`src/sv/ptcb_pkg.sv`:
```
`timescale 1ns / 1ps
// ----------------------------------------------------------------------------
// ptcb_pkg
// Shared constants, types and helpers of the power trend chart binner.
// ----------------------------------------------------------------------------
package ptcb_pkg;

    localparam int COLUMNS = 47;
    localparam int HEIGHT  = 20;

    localparam int IDX_W   = $clog2(COLUMNS);
    localparam int COL_W   = $clog2(COLUMNS + 1);
    localparam int H_W     = $clog2(HEIGHT + 1);

    localparam int TS_W    = 32;
    localparam int PWR_W   = 20;
    localparam int SUM_W   = 36;
    localparam int CNT_W   = 16;
    localparam int DOT_W   = 16;
    localparam int GAP_W   = 20;
    localparam int TICK_W  = 16;
    localparam int ACC_W   = TICK_W + COL_W + 1;

    localparam int DVD_W   = SUM_W;
    localparam int DSR_W   = PWR_W + 1;
    localparam int NUM_W   = PWR_W + H_W + 2;

    localparam int CFG_IDX_W  = 8;
    localparam int CFG_DATA_W = 20;

    localparam int OUT_COL_W = 6;
    localparam int OUT_HT_W  = 5;

    localparam logic [CFG_IDX_W-1:0] REG_DOT_PERIOD   = 8'd0;
    localparam logic [CFG_IDX_W-1:0] REG_GAP_LIMIT    = 8'd1;
    localparam logic [CFG_IDX_W-1:0] REG_FLOOR_AFTER  = 8'd2;
    localparam logic [CFG_IDX_W-1:0] REG_TICK_SPACING = 8'd3;

    localparam logic [DOT_W-1:0]  RST_DOT_PERIOD   = 16'd766;
    localparam logic [GAP_W-1:0]  RST_GAP_LIMIT    = 20'd14400;
    localparam logic [PWR_W-1:0]  RST_FLOOR_AFTER  = 20'd100;
    localparam logic [TICK_W-1:0] RST_TICK_SPACING = 16'd3600;
    localparam logic [PWR_W-1:0]  RST_PEAK         = 20'd200;
    localparam logic [CNT_W-1:0]  COUNT_MAX        = {CNT_W{1'b1}};

    typedef struct packed {
        logic latch_in;
        logic do_gap;
        logic do_period;
        logic start_avg;
        logic write_avg;
        logic do_acc;
        logic load_empty;
        logic mul;
        logic start_ht;
        logic load_out;
        logic col_next;
    } ptcb_cmd_t;

    typedef struct packed {
        logic gap_hit;
        logic period_hit;
        logic count_nz;
        logic div_done;
        logic fill_zero;
        logic last_col;
    } ptcb_status_t;

    function automatic logic [IDX_W-1:0] wrap_idx(input logic [IDX_W-1:0] base,
                                                  input logic [COL_W-1:0] off);
        logic [COL_W:0] sum;
        sum = {{(COL_W + 1 - IDX_W){1'b0}}, base} + {1'b0, off};
        if (sum >= (COL_W + 1)'(COLUMNS))
            sum = sum - (COL_W + 1)'(COLUMNS);
        return sum[IDX_W-1:0];
    endfunction

endpackage

```
`src/sv/ptcb_if.sv`:
```
`timescale 1ns / 1ps
// ----------------------------------------------------------------------------
// ptcb_if
// Valid/ready channels: sample input, chart result output, register write.
// ----------------------------------------------------------------------------
interface ptcb_in_if;
    logic                        valid;
    logic                        ready;
    logic [ptcb_pkg::TS_W-1:0]   timestamp;
    logic [ptcb_pkg::PWR_W-1:0]  power_sample;
    modport source (output valid, timestamp, power_sample, input ready);
    modport sink   (input valid, timestamp, power_sample, output ready);
endinterface

interface ptcb_out_if;
    logic                           valid;
    logic                           ready;
    logic [ptcb_pkg::OUT_COL_W-1:0] column;
    logic [ptcb_pkg::OUT_HT_W-1:0]  height;
    logic                           hour_tick;
    logic                           point_valid;
    logic [ptcb_pkg::PWR_W-1:0]     peak_watts;
    logic                           last;
    modport source (output valid, column, height, hour_tick, point_valid, peak_watts, last,
                    input ready);
    modport sink   (input valid, column, height, hour_tick, point_valid, peak_watts, last,
                    output ready);
endinterface

interface ptcb_cfg_if;
    logic                              valid;
    logic                              ready;
    logic [ptcb_pkg::CFG_IDX_W-1:0]    index;
    logic [ptcb_pkg::CFG_DATA_W-1:0]   data;
    modport source (output valid, index, data, input ready);
    modport sink   (input valid, index, data, output ready);
endinterface

```
`src/sv/ptcb_div.sv`:
```
`timescale 1ns / 1ps
// ----------------------------------------------------------------------------
// ptcb_div
// Restoring divider, one quotient bit per cycle; done pulses when finished.
// ----------------------------------------------------------------------------
module ptcb_div (
    input  logic                       clk,
    input  logic                       rst_n,
    input  logic                       start,
    input  logic [ptcb_pkg::DVD_W-1:0] dividend,
    input  logic [ptcb_pkg::DSR_W-1:0] divisor,
    output logic                       done,
    output logic [ptcb_pkg::DVD_W-1:0] quotient
);
    localparam int DVD_W = ptcb_pkg::DVD_W;
    localparam int DSR_W = ptcb_pkg::DSR_W;
    localparam int CNT_W = $clog2(DVD_W);

    logic             busy_reg, busy_next;
    logic             done_reg, done_next;
    logic [CNT_W-1:0] cnt_reg, cnt_next;
    logic [DSR_W-1:0] rem_reg, rem_next;
    logic [DVD_W-1:0] q_reg, q_next;
    logic [DSR_W-1:0] dsr_reg, dsr_next;
    logic [DSR_W:0]   trial;
    logic             qbit;

    always_comb
    begin
        busy_next = busy_reg;
        done_next = 1'b0;
        cnt_next  = cnt_reg;
        rem_next  = rem_reg;
        q_next    = q_reg;
        dsr_next  = dsr_reg;
        trial     = {rem_reg, q_reg[DVD_W-1]};
        qbit      = (trial >= {1'b0, dsr_reg});
        if (start)
        begin
            busy_next = 1'b1;
            cnt_next  = CNT_W'(DVD_W - 1);
            rem_next  = '0;
            q_next    = dividend;
            dsr_next  = divisor;
        end
        else if (busy_reg)
        begin
            rem_next = qbit ? DSR_W'(trial - {1'b0, dsr_reg}) : trial[DSR_W-1:0];
            q_next   = {q_reg[DVD_W-2:0], qbit};
            cnt_next = cnt_reg - 1'b1;
            if (cnt_reg == '0)
            begin
                busy_next = 1'b0;
                done_next = 1'b1;
            end
        end
    end

    always_ff @(posedge clk or negedge rst_n)
    begin
        if (!rst_n)
        begin
            busy_reg <= 1'b0;
            done_reg <= 1'b0;
            cnt_reg  <= '0;
        end
        else
        begin
            busy_reg <= busy_next;
            done_reg <= done_next;
            cnt_reg  <= cnt_next;
        end
    end

    always_ff @(posedge clk)
    begin
        rem_reg <= rem_next;
        q_reg   <= q_next;
        dsr_reg <= dsr_next;
    end

    assign done     = done_reg;
    assign quotient = q_reg;

endmodule

```
`src/sv/ptcb_datapath.sv`:
```
`timescale 1ns / 1ps
// ----------------------------------------------------------------------------
// ptcb_datapath
// Registers, accumulator, history ring memory, divider and result register.
// ----------------------------------------------------------------------------
module ptcb_datapath (
    input  logic                   clk,
    input  logic                   rst_n,
    ptcb_in_if.sink                samples,
    ptcb_out_if.source             results,
    ptcb_cfg_if.sink               cfg,
    input  ptcb_pkg::ptcb_cmd_t    cmd,
    output ptcb_pkg::ptcb_status_t status
);
    localparam int COLUMNS = ptcb_pkg::COLUMNS;
    localparam int IDX_W   = ptcb_pkg::IDX_W;
    localparam int COL_W   = ptcb_pkg::COL_W;
    localparam int TS_W    = ptcb_pkg::TS_W;
    localparam int PWR_W   = ptcb_pkg::PWR_W;
    localparam int SUM_W   = ptcb_pkg::SUM_W;
    localparam int CNT_W   = ptcb_pkg::CNT_W;
    localparam int DOT_W   = ptcb_pkg::DOT_W;
    localparam int GAP_W   = ptcb_pkg::GAP_W;
    localparam int TICK_W  = ptcb_pkg::TICK_W;
    localparam int ACC_W   = ptcb_pkg::ACC_W;
    localparam int DVD_W   = ptcb_pkg::DVD_W;
    localparam int DSR_W   = ptcb_pkg::DSR_W;
    localparam int NUM_W   = ptcb_pkg::NUM_W;
    localparam int H_W     = ptcb_pkg::H_W;
    localparam int OUT_COL_W_L = ptcb_pkg::OUT_COL_W;

    logic [DOT_W-1:0]  dot_reg;
    logic [GAP_W-1:0]  gap_reg;
    logic [PWR_W-1:0]  floor_reg;
    logic [TICK_W-1:0] tick_reg;

    logic [TS_W-1:0]   now_reg;
    logic [PWR_W-1:0]  smp_reg;
    logic [TS_W-1:0]   ps_reg;
    logic [SUM_W-1:0]  sum_reg;
    logic [CNT_W-1:0]  cnt_reg;
    logic [IDX_W-1:0]  base_reg;
    logic [COL_W-1:0]  fill_reg;
    logic [PWR_W-1:0]  peak_reg;
    logic [COL_W-1:0]  col_reg;
    logic [ACC_W-1:0]  acci_reg;
    logic [ACC_W-1:0]  acct_reg;
    logic [PWR_W-1:0]  rd_reg;
    logic [NUM_W-1:0]  num_reg;

    logic [PWR_W-1:0]  mem [COLUMNS];

    logic [OUT_COL_W_L-1:0] o_col_reg;
    logic [ptcb_pkg::OUT_HT_W-1:0] o_ht_reg;
    logic              o_tick_reg;
    logic              o_pv_reg;
    logic [PWR_W-1:0]  o_peak_reg;
    logic              o_last_reg;

    logic              div_start;
    logic [DVD_W-1:0]  div_dvd;
    logic [DSR_W-1:0]  div_dsr;
    logic              div_done;
    logic [DVD_W-1:0]  div_q;

    logic              tick_now;
    logic [H_W-1:0]    ht_sat;

    assign cfg.ready     = 1'b1;
    assign samples.ready = cmd.latch_in;

    always_ff @(posedge clk or negedge rst_n)
    begin
        if (!rst_n)
        begin
            dot_reg   <= ptcb_pkg::RST_DOT_PERIOD;
            gap_reg   <= ptcb_pkg::RST_GAP_LIMIT;
            floor_reg <= ptcb_pkg::RST_FLOOR_AFTER;
            tick_reg  <= ptcb_pkg::RST_TICK_SPACING;
        end
        else if (cfg.valid)
        begin
            unique case (cfg.index)
                ptcb_pkg::REG_DOT_PERIOD:   dot_reg   <= cfg.data[DOT_W-1:0];
                ptcb_pkg::REG_GAP_LIMIT:    gap_reg   <= cfg.data[GAP_W-1:0];
                ptcb_pkg::REG_FLOOR_AFTER:  floor_reg <= cfg.data[PWR_W-1:0];
                ptcb_pkg::REG_TICK_SPACING: tick_reg  <= cfg.data[TICK_W-1:0];
                default: ;
            endcase
        end
    end

    assign status.gap_hit    = {1'b0, now_reg} > ({1'b0, ps_reg} + (TS_W + 1)'(gap_reg));
    assign status.period_hit = {1'b0, now_reg} >= ({1'b0, ps_reg} + (TS_W + 1)'(dot_reg));
    assign status.count_nz   = (cnt_reg != '0);
    assign status.div_done   = div_done;
    assign status.fill_zero  = (fill_reg == '0);
    assign status.last_col   = o_last_reg;

    always_ff @(posedge clk or negedge rst_n)
    begin
        if (!rst_n)
        begin
            ps_reg   <= '0;
            sum_reg  <= '0;
            cnt_reg  <= '0;
            base_reg <= '0;
            fill_reg <= '0;
            peak_reg <= ptcb_pkg::RST_PEAK;
            col_reg  <= '0;
            acci_reg <= '0;
            acct_reg <= '0;
        end
        else
        begin
            if (cmd.do_gap)
            begin
                sum_reg  <= '0;
                cnt_reg  <= '0;
                base_reg <= '0;
                fill_reg <= '0;
                peak_reg <= floor_reg;
                ps_reg   <= now_reg;
            end
            if (cmd.do_period)
            begin
                if (fill_reg >= COL_W'(COLUMNS))
                begin
                    base_reg <= ptcb_pkg::wrap_idx(base_reg, COL_W'(1));
                    fill_reg <= COL_W'(COLUMNS - 1);
                end
                ps_reg <= now_reg;
            end
            if (cmd.write_avg)
            begin
                fill_reg <= fill_reg + 1'b1;
                sum_reg  <= '0;
                cnt_reg  <= '0;
            end
            if (cmd.do_acc)
            begin
                if (cnt_reg != ptcb_pkg::COUNT_MAX)
                begin
                    sum_reg <= sum_reg + SUM_W'(smp_reg);
                    cnt_reg <= cnt_reg + 1'b1;
                end
                if (smp_reg > peak_reg)
                    peak_reg <= smp_reg;
                col_reg  <= '0;
                acci_reg <= '0;
                acct_reg <= ACC_W'(tick_reg);
            end
            if (cmd.load_out)
            begin
                acci_reg <= acci_reg + ACC_W'(dot_reg);
                if (tick_now)
                    acct_reg <= acct_reg + ACC_W'(tick_reg);
            end
            if (cmd.col_next)
                col_reg <= col_reg + 1'b1;
        end
    end

    always_ff @(posedge clk)
    begin
        if (cmd.latch_in && samples.valid)
        begin
            now_reg <= samples.timestamp;
            smp_reg <= samples.power_sample;
        end
        if (cmd.write_avg)
            mem[ptcb_pkg::wrap_idx(base_reg, fill_reg)] <= div_q[PWR_W-1:0];
        rd_reg <= mem[ptcb_pkg::wrap_idx(base_reg, col_reg)];
        if (cmd.mul)
            num_reg <= NUM_W'(rd_reg) * NUM_W'(2 * ptcb_pkg::HEIGHT) + NUM_W'(peak_reg);
    end

    assign div_start = cmd.start_avg | cmd.start_ht;
    assign div_dvd   = cmd.start_ht ? DVD_W'(num_reg) : sum_reg;
    assign div_dsr   = cmd.start_ht ? {peak_reg, 1'b0} : DSR_W'(cnt_reg);

    ptcb_div u_div (
        .clk      (clk),
        .rst_n    (rst_n),
        .start    (div_start),
        .dividend (div_dvd),
        .divisor  (div_dsr),
        .done     (div_done),
        .quotient (div_q)
    );

    assign tick_now = (acci_reg > acct_reg);
    assign ht_sat   = (div_q > DVD_W'(ptcb_pkg::HEIGHT)) ? H_W'(ptcb_pkg::HEIGHT) : div_q[H_W-1:0];

    always_ff @(posedge clk)
    begin
        if (cmd.load_empty)
        begin
            o_col_reg  <= '0;
            o_ht_reg   <= '0;
            o_tick_reg <= 1'b0;
            o_pv_reg   <= 1'b0;
            o_peak_reg <= peak_reg;
            o_last_reg <= 1'b1;
        end
        else if (cmd.load_out)
        begin
            o_col_reg  <= OUT_COL_W_L'(col_reg);
            o_ht_reg   <= (peak_reg == '0) ? '0 : ptcb_pkg::OUT_HT_W'(ht_sat);
            o_tick_reg <= tick_now;
            o_pv_reg   <= 1'b1;
            o_peak_reg <= peak_reg;
            o_last_reg <= ((col_reg + 1'b1) == fill_reg);
        end
    end

    assign results.column      = o_col_reg;
    assign results.height      = o_ht_reg;
    assign results.hour_tick   = o_tick_reg;
    assign results.point_valid = o_pv_reg;
    assign results.peak_watts  = o_peak_reg;
    assign results.last        = o_last_reg;

    a_fill_bound: assert property (@(posedge clk) disable iff (!rst_n)
        fill_reg <= COL_W'(COLUMNS))
        else $error("fill count beyond column count");
    a_base_bound: assert property (@(posedge clk) disable iff (!rst_n)
        base_reg < IDX_W'(COLUMNS))
        else $error("ring base out of range");
    a_append: assert property (@(posedge clk) disable iff (!rst_n)
        cmd.write_avg |=> fill_reg == $past(fill_reg) + 1'b1)
        else $error("append did not advance fill count");

endmodule

```
`src/sv/ptcb_ctrl.sv`:
```
`timescale 1ns / 1ps
// ----------------------------------------------------------------------------
// ptcb_ctrl
// Sequencer: gap check, period close, accumulate, then the column walk.
// ----------------------------------------------------------------------------
module ptcb_ctrl (
    input  logic                   clk,
    input  logic                   rst_n,
    input  logic                   in_valid,
    input  logic                   out_ready,
    output logic                   out_valid,
    input  ptcb_pkg::ptcb_status_t status,
    output ptcb_pkg::ptcb_cmd_t    cmd
);
    typedef enum logic [9:0] {
        S_IDLE = 10'b0000000001,
        S_GAP  = 10'b0000000010,
        S_PER  = 10'b0000000100,
        S_AVG  = 10'b0000001000,
        S_ACC  = 10'b0000010000,
        S_RD   = 10'b0000100000,
        S_MUL  = 10'b0001000000,
        S_HT   = 10'b0010000000,
        S_HW   = 10'b0100000000,
        S_OUT  = 10'b1000000000
    } state_t;

    state_t state_reg, state_next;

    always_comb
    begin
        state_next = state_reg;
        cmd        = '0;
        unique case (state_reg)
            S_IDLE:
            begin
                cmd.latch_in = 1'b1;
                if (in_valid)
                    state_next = S_GAP;
            end
            S_GAP:
            begin
                cmd.do_gap = status.gap_hit;
                state_next = S_PER;
            end
            S_PER:
            begin
                if (status.period_hit)
                begin
                    cmd.do_period = 1'b1;
                    cmd.start_avg = status.count_nz;
                    state_next    = status.count_nz ? S_AVG : S_ACC;
                end
                else
                    state_next = S_ACC;
            end
            S_AVG:
            begin
                if (status.div_done)
                begin
                    cmd.write_avg = 1'b1;
                    state_next    = S_ACC;
                end
            end
            S_ACC:
            begin
                cmd.do_acc = 1'b1;
                state_next = S_RD;
            end
            S_RD:
            begin
                if (status.fill_zero)
                begin
                    cmd.load_empty = 1'b1;
                    state_next     = S_OUT;
                end
                else
                    state_next = S_MUL;
            end
            S_MUL:
            begin
                cmd.mul    = 1'b1;
                state_next = S_HT;
            end
            S_HT:
            begin
                cmd.start_ht = 1'b1;
                state_next   = S_HW;
            end
            S_HW:
            begin
                if (status.div_done)
                begin
                    cmd.load_out = 1'b1;
                    state_next   = S_OUT;
                end
            end
            S_OUT:
            begin
                if (out_ready)
                begin
                    cmd.col_next = 1'b1;
                    state_next   = status.last_col ? S_IDLE : S_RD;
                end
            end
            default: state_next = S_IDLE;
        endcase
    end

    always_ff @(posedge clk or negedge rst_n)
    begin
        if (!rst_n)
            state_reg <= S_IDLE;
        else
            state_reg <= state_next;
    end

    assign out_valid = (state_reg == S_OUT);

    a_no_overlap: assert property (@(posedge clk) disable iff (!rst_n)
        out_valid |-> !cmd.latch_in)
        else $error("input taken while a word is pending");
    a_walk_end: assert property (@(posedge clk) disable iff (!rst_n)
        (out_valid && out_ready && status.last_col) |=> state_reg == S_IDLE)
        else $error("walk did not end on last word");
    a_stall_hold: assert property (@(posedge clk) disable iff (!rst_n)
        (out_valid && !out_ready) |=> out_valid)
        else $error("pending word dropped");

endmodule

```
`src/sv/power_trend_chart_binner.sv`:
```
`timescale 1ns / 1ps
// ----------------------------------------------------------------------------
// power_trend_chart_binner
// Averages power samples into chart columns and reports the scaled history.
// ----------------------------------------------------------------------------
// samples: one word per (timestamp, power_sample). results: one word per
// stored column, in order, last set on the final one; an empty history gives
// a single word with point_valid low. cfg: register writes, always ready;
// the user must see them issued only while idle; the block does not enforce it.
// An input passes through setup, an average division when a period closes
// with samples, then a read, multiply, height division and output for each
// stored column. The single shared restoring divider, one quotient bit per
// cycle, does both divisions.
// samples is ready only between items. A stalled receiver holds the current
// word in the output register and the walk waits.
// Reset clears the accumulator and fill count, loads the peak with 200 and
// the registers with their defaults; history needs no clearing pass.
// ----------------------------------------------------------------------------
module power_trend_chart_binner (
    input  logic       clk,
    input  logic       rst_n,
    ptcb_in_if.sink    samples,
    ptcb_out_if.source results,
    ptcb_cfg_if.sink   cfg
);
    ptcb_pkg::ptcb_cmd_t    cmd;
    ptcb_pkg::ptcb_status_t status;
    logic                   out_valid;

    ptcb_ctrl u_ctrl (
        .clk       (clk),
        .rst_n     (rst_n),
        .in_valid  (samples.valid),
        .out_ready (results.ready),
        .out_valid (out_valid),
        .status    (status),
        .cmd       (cmd)
    );

    ptcb_datapath u_dp (
        .clk     (clk),
        .rst_n   (rst_n),
        .samples (samples),
        .results (results),
        .cfg     (cfg),
        .cmd     (cmd),
        .status  (status)
    );

    assign results.valid = out_valid;

endmodule

```
`src/flat_wrapper.sv`:
```
// flat-port wrapper written by rule: the top's interface ports become plain ports
module power_trend_chart_binner_flat 
  (clk, rst_n, samples_valid, samples_timestamp, samples_power_sample, samples_ready, results_valid, results_column, results_height, results_hour_tick, results_point_valid, results_peak_watts, results_last, results_ready, cfg_valid, cfg_index, cfg_data, cfg_ready);
  ptcb_in_if samples_i ();
  ptcb_out_if results_i ();
  ptcb_cfg_if cfg_i ();
  input  logic clk;
  input  logic rst_n;
  input wire logic [$bits(samples_i.valid)-1:0] samples_valid;
  input wire logic [$bits(samples_i.timestamp)-1:0] samples_timestamp;
  input wire logic [$bits(samples_i.power_sample)-1:0] samples_power_sample;
  output wire logic [$bits(samples_i.ready)-1:0] samples_ready;
  output wire logic [$bits(results_i.valid)-1:0] results_valid;
  output wire logic [$bits(results_i.column)-1:0] results_column;
  output wire logic [$bits(results_i.height)-1:0] results_height;
  output wire logic [$bits(results_i.hour_tick)-1:0] results_hour_tick;
  output wire logic [$bits(results_i.point_valid)-1:0] results_point_valid;
  output wire logic [$bits(results_i.peak_watts)-1:0] results_peak_watts;
  output wire logic [$bits(results_i.last)-1:0] results_last;
  input wire logic [$bits(results_i.ready)-1:0] results_ready;
  input wire logic [$bits(cfg_i.valid)-1:0] cfg_valid;
  input wire logic [$bits(cfg_i.index)-1:0] cfg_index;
  input wire logic [$bits(cfg_i.data)-1:0] cfg_data;
  output wire logic [$bits(cfg_i.ready)-1:0] cfg_ready;
  assign samples_i.valid = samples_valid;
  assign samples_i.timestamp = samples_timestamp;
  assign samples_i.power_sample = samples_power_sample;
  assign samples_ready = samples_i.ready;
  assign results_valid = results_i.valid;
  assign results_column = results_i.column;
  assign results_height = results_i.height;
  assign results_hour_tick = results_i.hour_tick;
  assign results_point_valid = results_i.point_valid;
  assign results_peak_watts = results_i.peak_watts;
  assign results_last = results_i.last;
  assign results_i.ready = results_ready;
  assign cfg_i.valid = cfg_valid;
  assign cfg_i.index = cfg_index;
  assign cfg_i.data = cfg_data;
  assign cfg_ready = cfg_i.ready;
  power_trend_chart_binner u_core (.clk(clk), .rst_n(rst_n), .samples(samples_i), .results(results_i), .cfg(cfg_i));
endmodule
```
`config.mk`:
```
export PLATFORM = sky130hd
export DESIGN_NAME = power_trend_chart_binner_flat
export DESIGN_NICKNAME = d
export VERILOG_FILES = /design/src/sv/ptcb_pkg.sv /design/src/sv/ptcb_if.sv /design/src/sv/ptcb_div.sv /design/src/sv/ptcb_datapath.sv /design/src/sv/ptcb_ctrl.sv /design/src/sv/power_trend_chart_binner.sv /design/src/flat_wrapper.sv
export SDC_FILE = /design/constraint.sdc
export NUM_CORES = 2
export LEC_CHECK = 0
export BUFFER_PORTS_ARGS = -buffer_cell sky130_fd_sc_hd__buf_2
export CORE_ASPECT_RATIO = 1.2
export CORE_MARGIN = 2
export CORE_UTILIZATION = 39
export DETAILED_ROUTE_END_ITERATION = 7
export PLACE_DENSITY_LB_ADDON = 0.1
export SYNTH_ARGS = -nofsm -noshare
export SYNTH_HDL_FRONTEND = slang
export SYNTH_SLANG_ARGS = --single-unit
```
`constraint.sdc`:
```
create_clock -name clk -period 13.3 [get_ports clk]
set_clock_uncertainty 0.05 [all_clocks]
set_input_delay 3.99 -clock clk [delete_from_list [all_inputs] [get_ports clk]]
set_output_delay 3.99 -clock clk [all_outputs]
set_load 0.01 [all_outputs]
```
==> results.md <==
* Yosys top cell area share at slightly below 50%
* Area of the die at around 0.17 sq mm
* Largest family of logic cells by synthesized area: simple AND/OR/NAND/NOR gates
* RR Startpoint: u_core.u_dp.dot_reg[1]$_DFFE_PN1P_
* Peak VDD IR at around 130 uV
* Gr usage total at between 20% and 30%
* Top post-synthesis cells by area: edfxtp_1 (49%), dfrtp_1 (8.8%), ha_1 (5.5%), nand2_1 (3.4%), mux4_2 (2.7%)
* Leak Pwr at 27.95 nW
* Dpl hpwl at 128.7 mm
* Largest net degree at the start of global routing at about 100
* Worst Setup SP: u_core.u_ctrl.state_reg[7]$_DFFE_PN0P_
* Simple-gate portion of the synthesized area at around 11%
* Setup TNS at 0 ns
* Layout Cells excl Fill at 7,789
* DR vias at 43,710
* Initial core utilization at 39.22%
* RePlAce Congestion at roughly 0.84
* CTS root buf: clkbuf_16
* Worst endpoint required time at 9.26 ns
* Crit end category: primary output
* Tmin final at approximately 7.3 ns
* Worst hold margin at ~0.4 ns
* Status: finished clean
* Worst path bufs/invs at 2
* CP startpoint kind: flip-flop
* Mapped Nets at 5,628
* H-tree depth at 4
* CP max stage delay at 0.51 ns
* Fraction of layout cells with a size suffix above 1 at between 10 and 15%
* Avg Cell Area, Syn at 12.76 sq um
* Post-synth EDFFs at between 1,000 and 1,500
* Clock Sinks at about 1,400
* Wire per inst at 25.56 um
* Antenna violation net count after detailed routing at 0
* # placed instances at 7,504
* Synth Warn # at 0
* Unrepaired setup endpoints after global routing: false
* Final Cell Area at around 0.076 sq mm
* Pins Over Slew Limit at 0
* Crit-path slowest cell: or3b_2
* Most common cell in the netlist: edfxtp_1
* Boundary pin count at 122
* Top_reg_cell synth: edfxtp_1
* Resize count post-CTS at 0
* Worst slew pin tran at ~1.2 ns
* Clk_lat worst skew at between 0.8 and 0.9 ns
* CP Max Fanout at 8
* Worst reg2reg path depth at 24
* Hold Path Class: reg2reg
* Synth Register Bits at between 1,000 and 1,500
* Top cell by count, worst path: or3_1
* Arr. time, crit path at approximately 3.3 ns
* Area Overhead vs Synth at 12.96%
* Core area at between 0.15 and 0.2 sq mm
* Worst R2R Setup Slack at ~6.3 ns
* Post-CTS Hold Fix Bufs at 0
* R2R Path End: u_core.u_dp.u_div.quotient[14]$_DFFE_PP_
* Peak Freq at 136.5 MHz
* Clk pin slew, worst setup/hold paths at ~0.060 ns
* Worst-path cell chain: nor2_1 -> nand2_1 -> or3_1 -> or3_1 -> or3b_2 -> clkinv_1 -> buf_2
* Post CTS Setup Buffer Count at 0
* Remaining DRCs at 0
* Unique masters post-synth at 94
* Relative slew slack at about 16%
* Placement row count at around 170
* Grt ovf at 0
* Synth Instances at 5,240
* Area post-placement at approximately 0.071 sq mm
* Fin crit share at between 50 and 60%
* Synth area leader: edfxtp_1
* CTS tree: done
* CP Depth at 7
* Vias in the first global route at 43,480
* Setup Viol. Count Final at 0
* Adder-cell share of the synthesized area at 5.781%
* Post-Synth XOR/XNOR Area at under 10%
* Die span in y at about 460 um
* Initial antenna violation count at 8
* First-pass GRT wire length at 291.9 mm
* Ys async rst share at a little under a fifth
* Clock Path Buffers at 3
* PD cells at between 100 and 150 mW/mm^2
* Hold_sp: u_core.u_dp.results.hour_tick$_SDFFE_PP0P_
* Mapped Area at between 0.06 and 0.07 sq mm
* Top post-synthesis cells by count: edfxtp_1 (1,096), nand2_1 (602), ha_1 (293), a21oi_1 (238), dfrtp_1 (235)
* Via density at 5.612
* I/O Buffers at 120
* Post-synthesis sequential area ratio at between 60% and 70%
* Post-Route WL at 199.1 mm
* WS Path Type: reg2out
* Max reg flops at 940
* Max-cap viol count at 0
* Num CTS Buffers at 155
* Setup crit end: results_valid
* Final Hold Viols at 0
* Post-synthesis compound-gate area fraction at roughly 10%
* Mux share of post-synthesis cell area at under 10%
* 1st-pass router iterations at 6
* Die width at 382.0 um
* CP delay by family, top: simple AND/OR/NAND/NOR gates
* Initial DRC Count at a little under 3,000
* Final net count at between 5,000 and 6,000
-- worst min-delay path by stage --
stage,end,slack [ns],depth (start not counted)
4_1_cts,u_core.u_dp.results.hour_tick$_SDFFE_PP0P_,0.40,1
5_1_grt,u_core.u_dp.results.hour_tick$_SDFFE_PP0P_,0.43,1
6_report,u_core.u_dp.results.hour_tick$_SDFFE_PP0P_,0.40,1
3_3_place_gp,u_core.u_dp.results.hour_tick$_SDFFE_PP0P_,0.38,1
3_5_place_dp,u_core.u_dp.results.hour_tick$_SDFFE_PP0P_,0.39,1
2_1_floorplan,u_core.u_dp.acct_reg[18]$_DFF_PN0_,0.39,1
-- where the power goes --
group	internal (mW)	total, mW	switching, mW
clock	2.45	4.30	1.86
sequential	4.94	5.28	0.337
combinational	0.724	1.64	0.915
-- layout by cell type (no fill, tap or decap), drive strengths merged, types with 100 or more instances in the layout --
cell / n
edfxtp: 1096
nand2: 602
ha: 293
a21oi: 239
buf: 238
dfrtp: 235
nor2: 232
nand3: 220
o21ai: 220
clkbuf: 207
inv: 163
mux2i: 137
a211oi: 135
mux2: 119
xnor2: 110
nor2b: 100
mux4: 100
-- worst reg2reg max path, cell delays in order, from the launching register on --
cell and delay, ns:
dfstp_2 0.57, ha_1 0.24, a21o_1 0.18, a21oi_1 0.21, o21ai_0 0.11, a21oi_1 0.22
o21ai_0 0.16, a211oi_1 0.37, o211ai_1 0.23, a31oi_1 0.71, nor3_1 0.13, xnor2_1 0.16
ha_1 0.30, a21o_1 0.11, a21oi_1 0.06, o211ai_1 0.26, nor2_1 0.16, nor2b_1 0.19
o2111ai_1 0.37, nand2b_1 0.29, buf_4 0.22, and2b_1 0.28, inv_2 0.52, buf_4 0.52
o21ai_0 0.16
-- final cells by class --
class                   count  area, sq um
diodes                      3        7.507
well taps                2268         2838
clock inverters            75        855.8
multi-input cells        3432        25080
repair buffers            238         1534
clock buffers             207         4146
inverters                 157        589.3
fillers                 15700        94970
flip-flops and latches   1409        40500
-- layer usage --
metal / track usage, % / part of all wire (%)
met5: 0 / 0
met4: 6.124 / 2.4
met3: 2.863 / 3.9
met2: 40.72 / 52
met1: 28.30 / 42
-- logic make-up after synthesis --
family	count (synthesis)
multiplexers	356
XOR/XNOR	175
AO/OA/AOI/OAI	1060
adder cells (fa/ha/maj)	303
buffers and inverters	399
AND/OR/NAND/NOR	1536
other	2
flip-flops	1409
-- per-stage QoR --
step	utilization, %	total power, mW	setup slack, ns
2_1_floorplan	-	6.416	3.615
3_3_place_gp	41.36	6.992	6.216
3_5_place_dp	41.37	7.009	6.154
4_1_cts	44.30	11.34	5.945
5_1_grt	44.30	11.72	5.671
6_report	44.30	11.22	5.974
(Power assumes the default switching activity.)
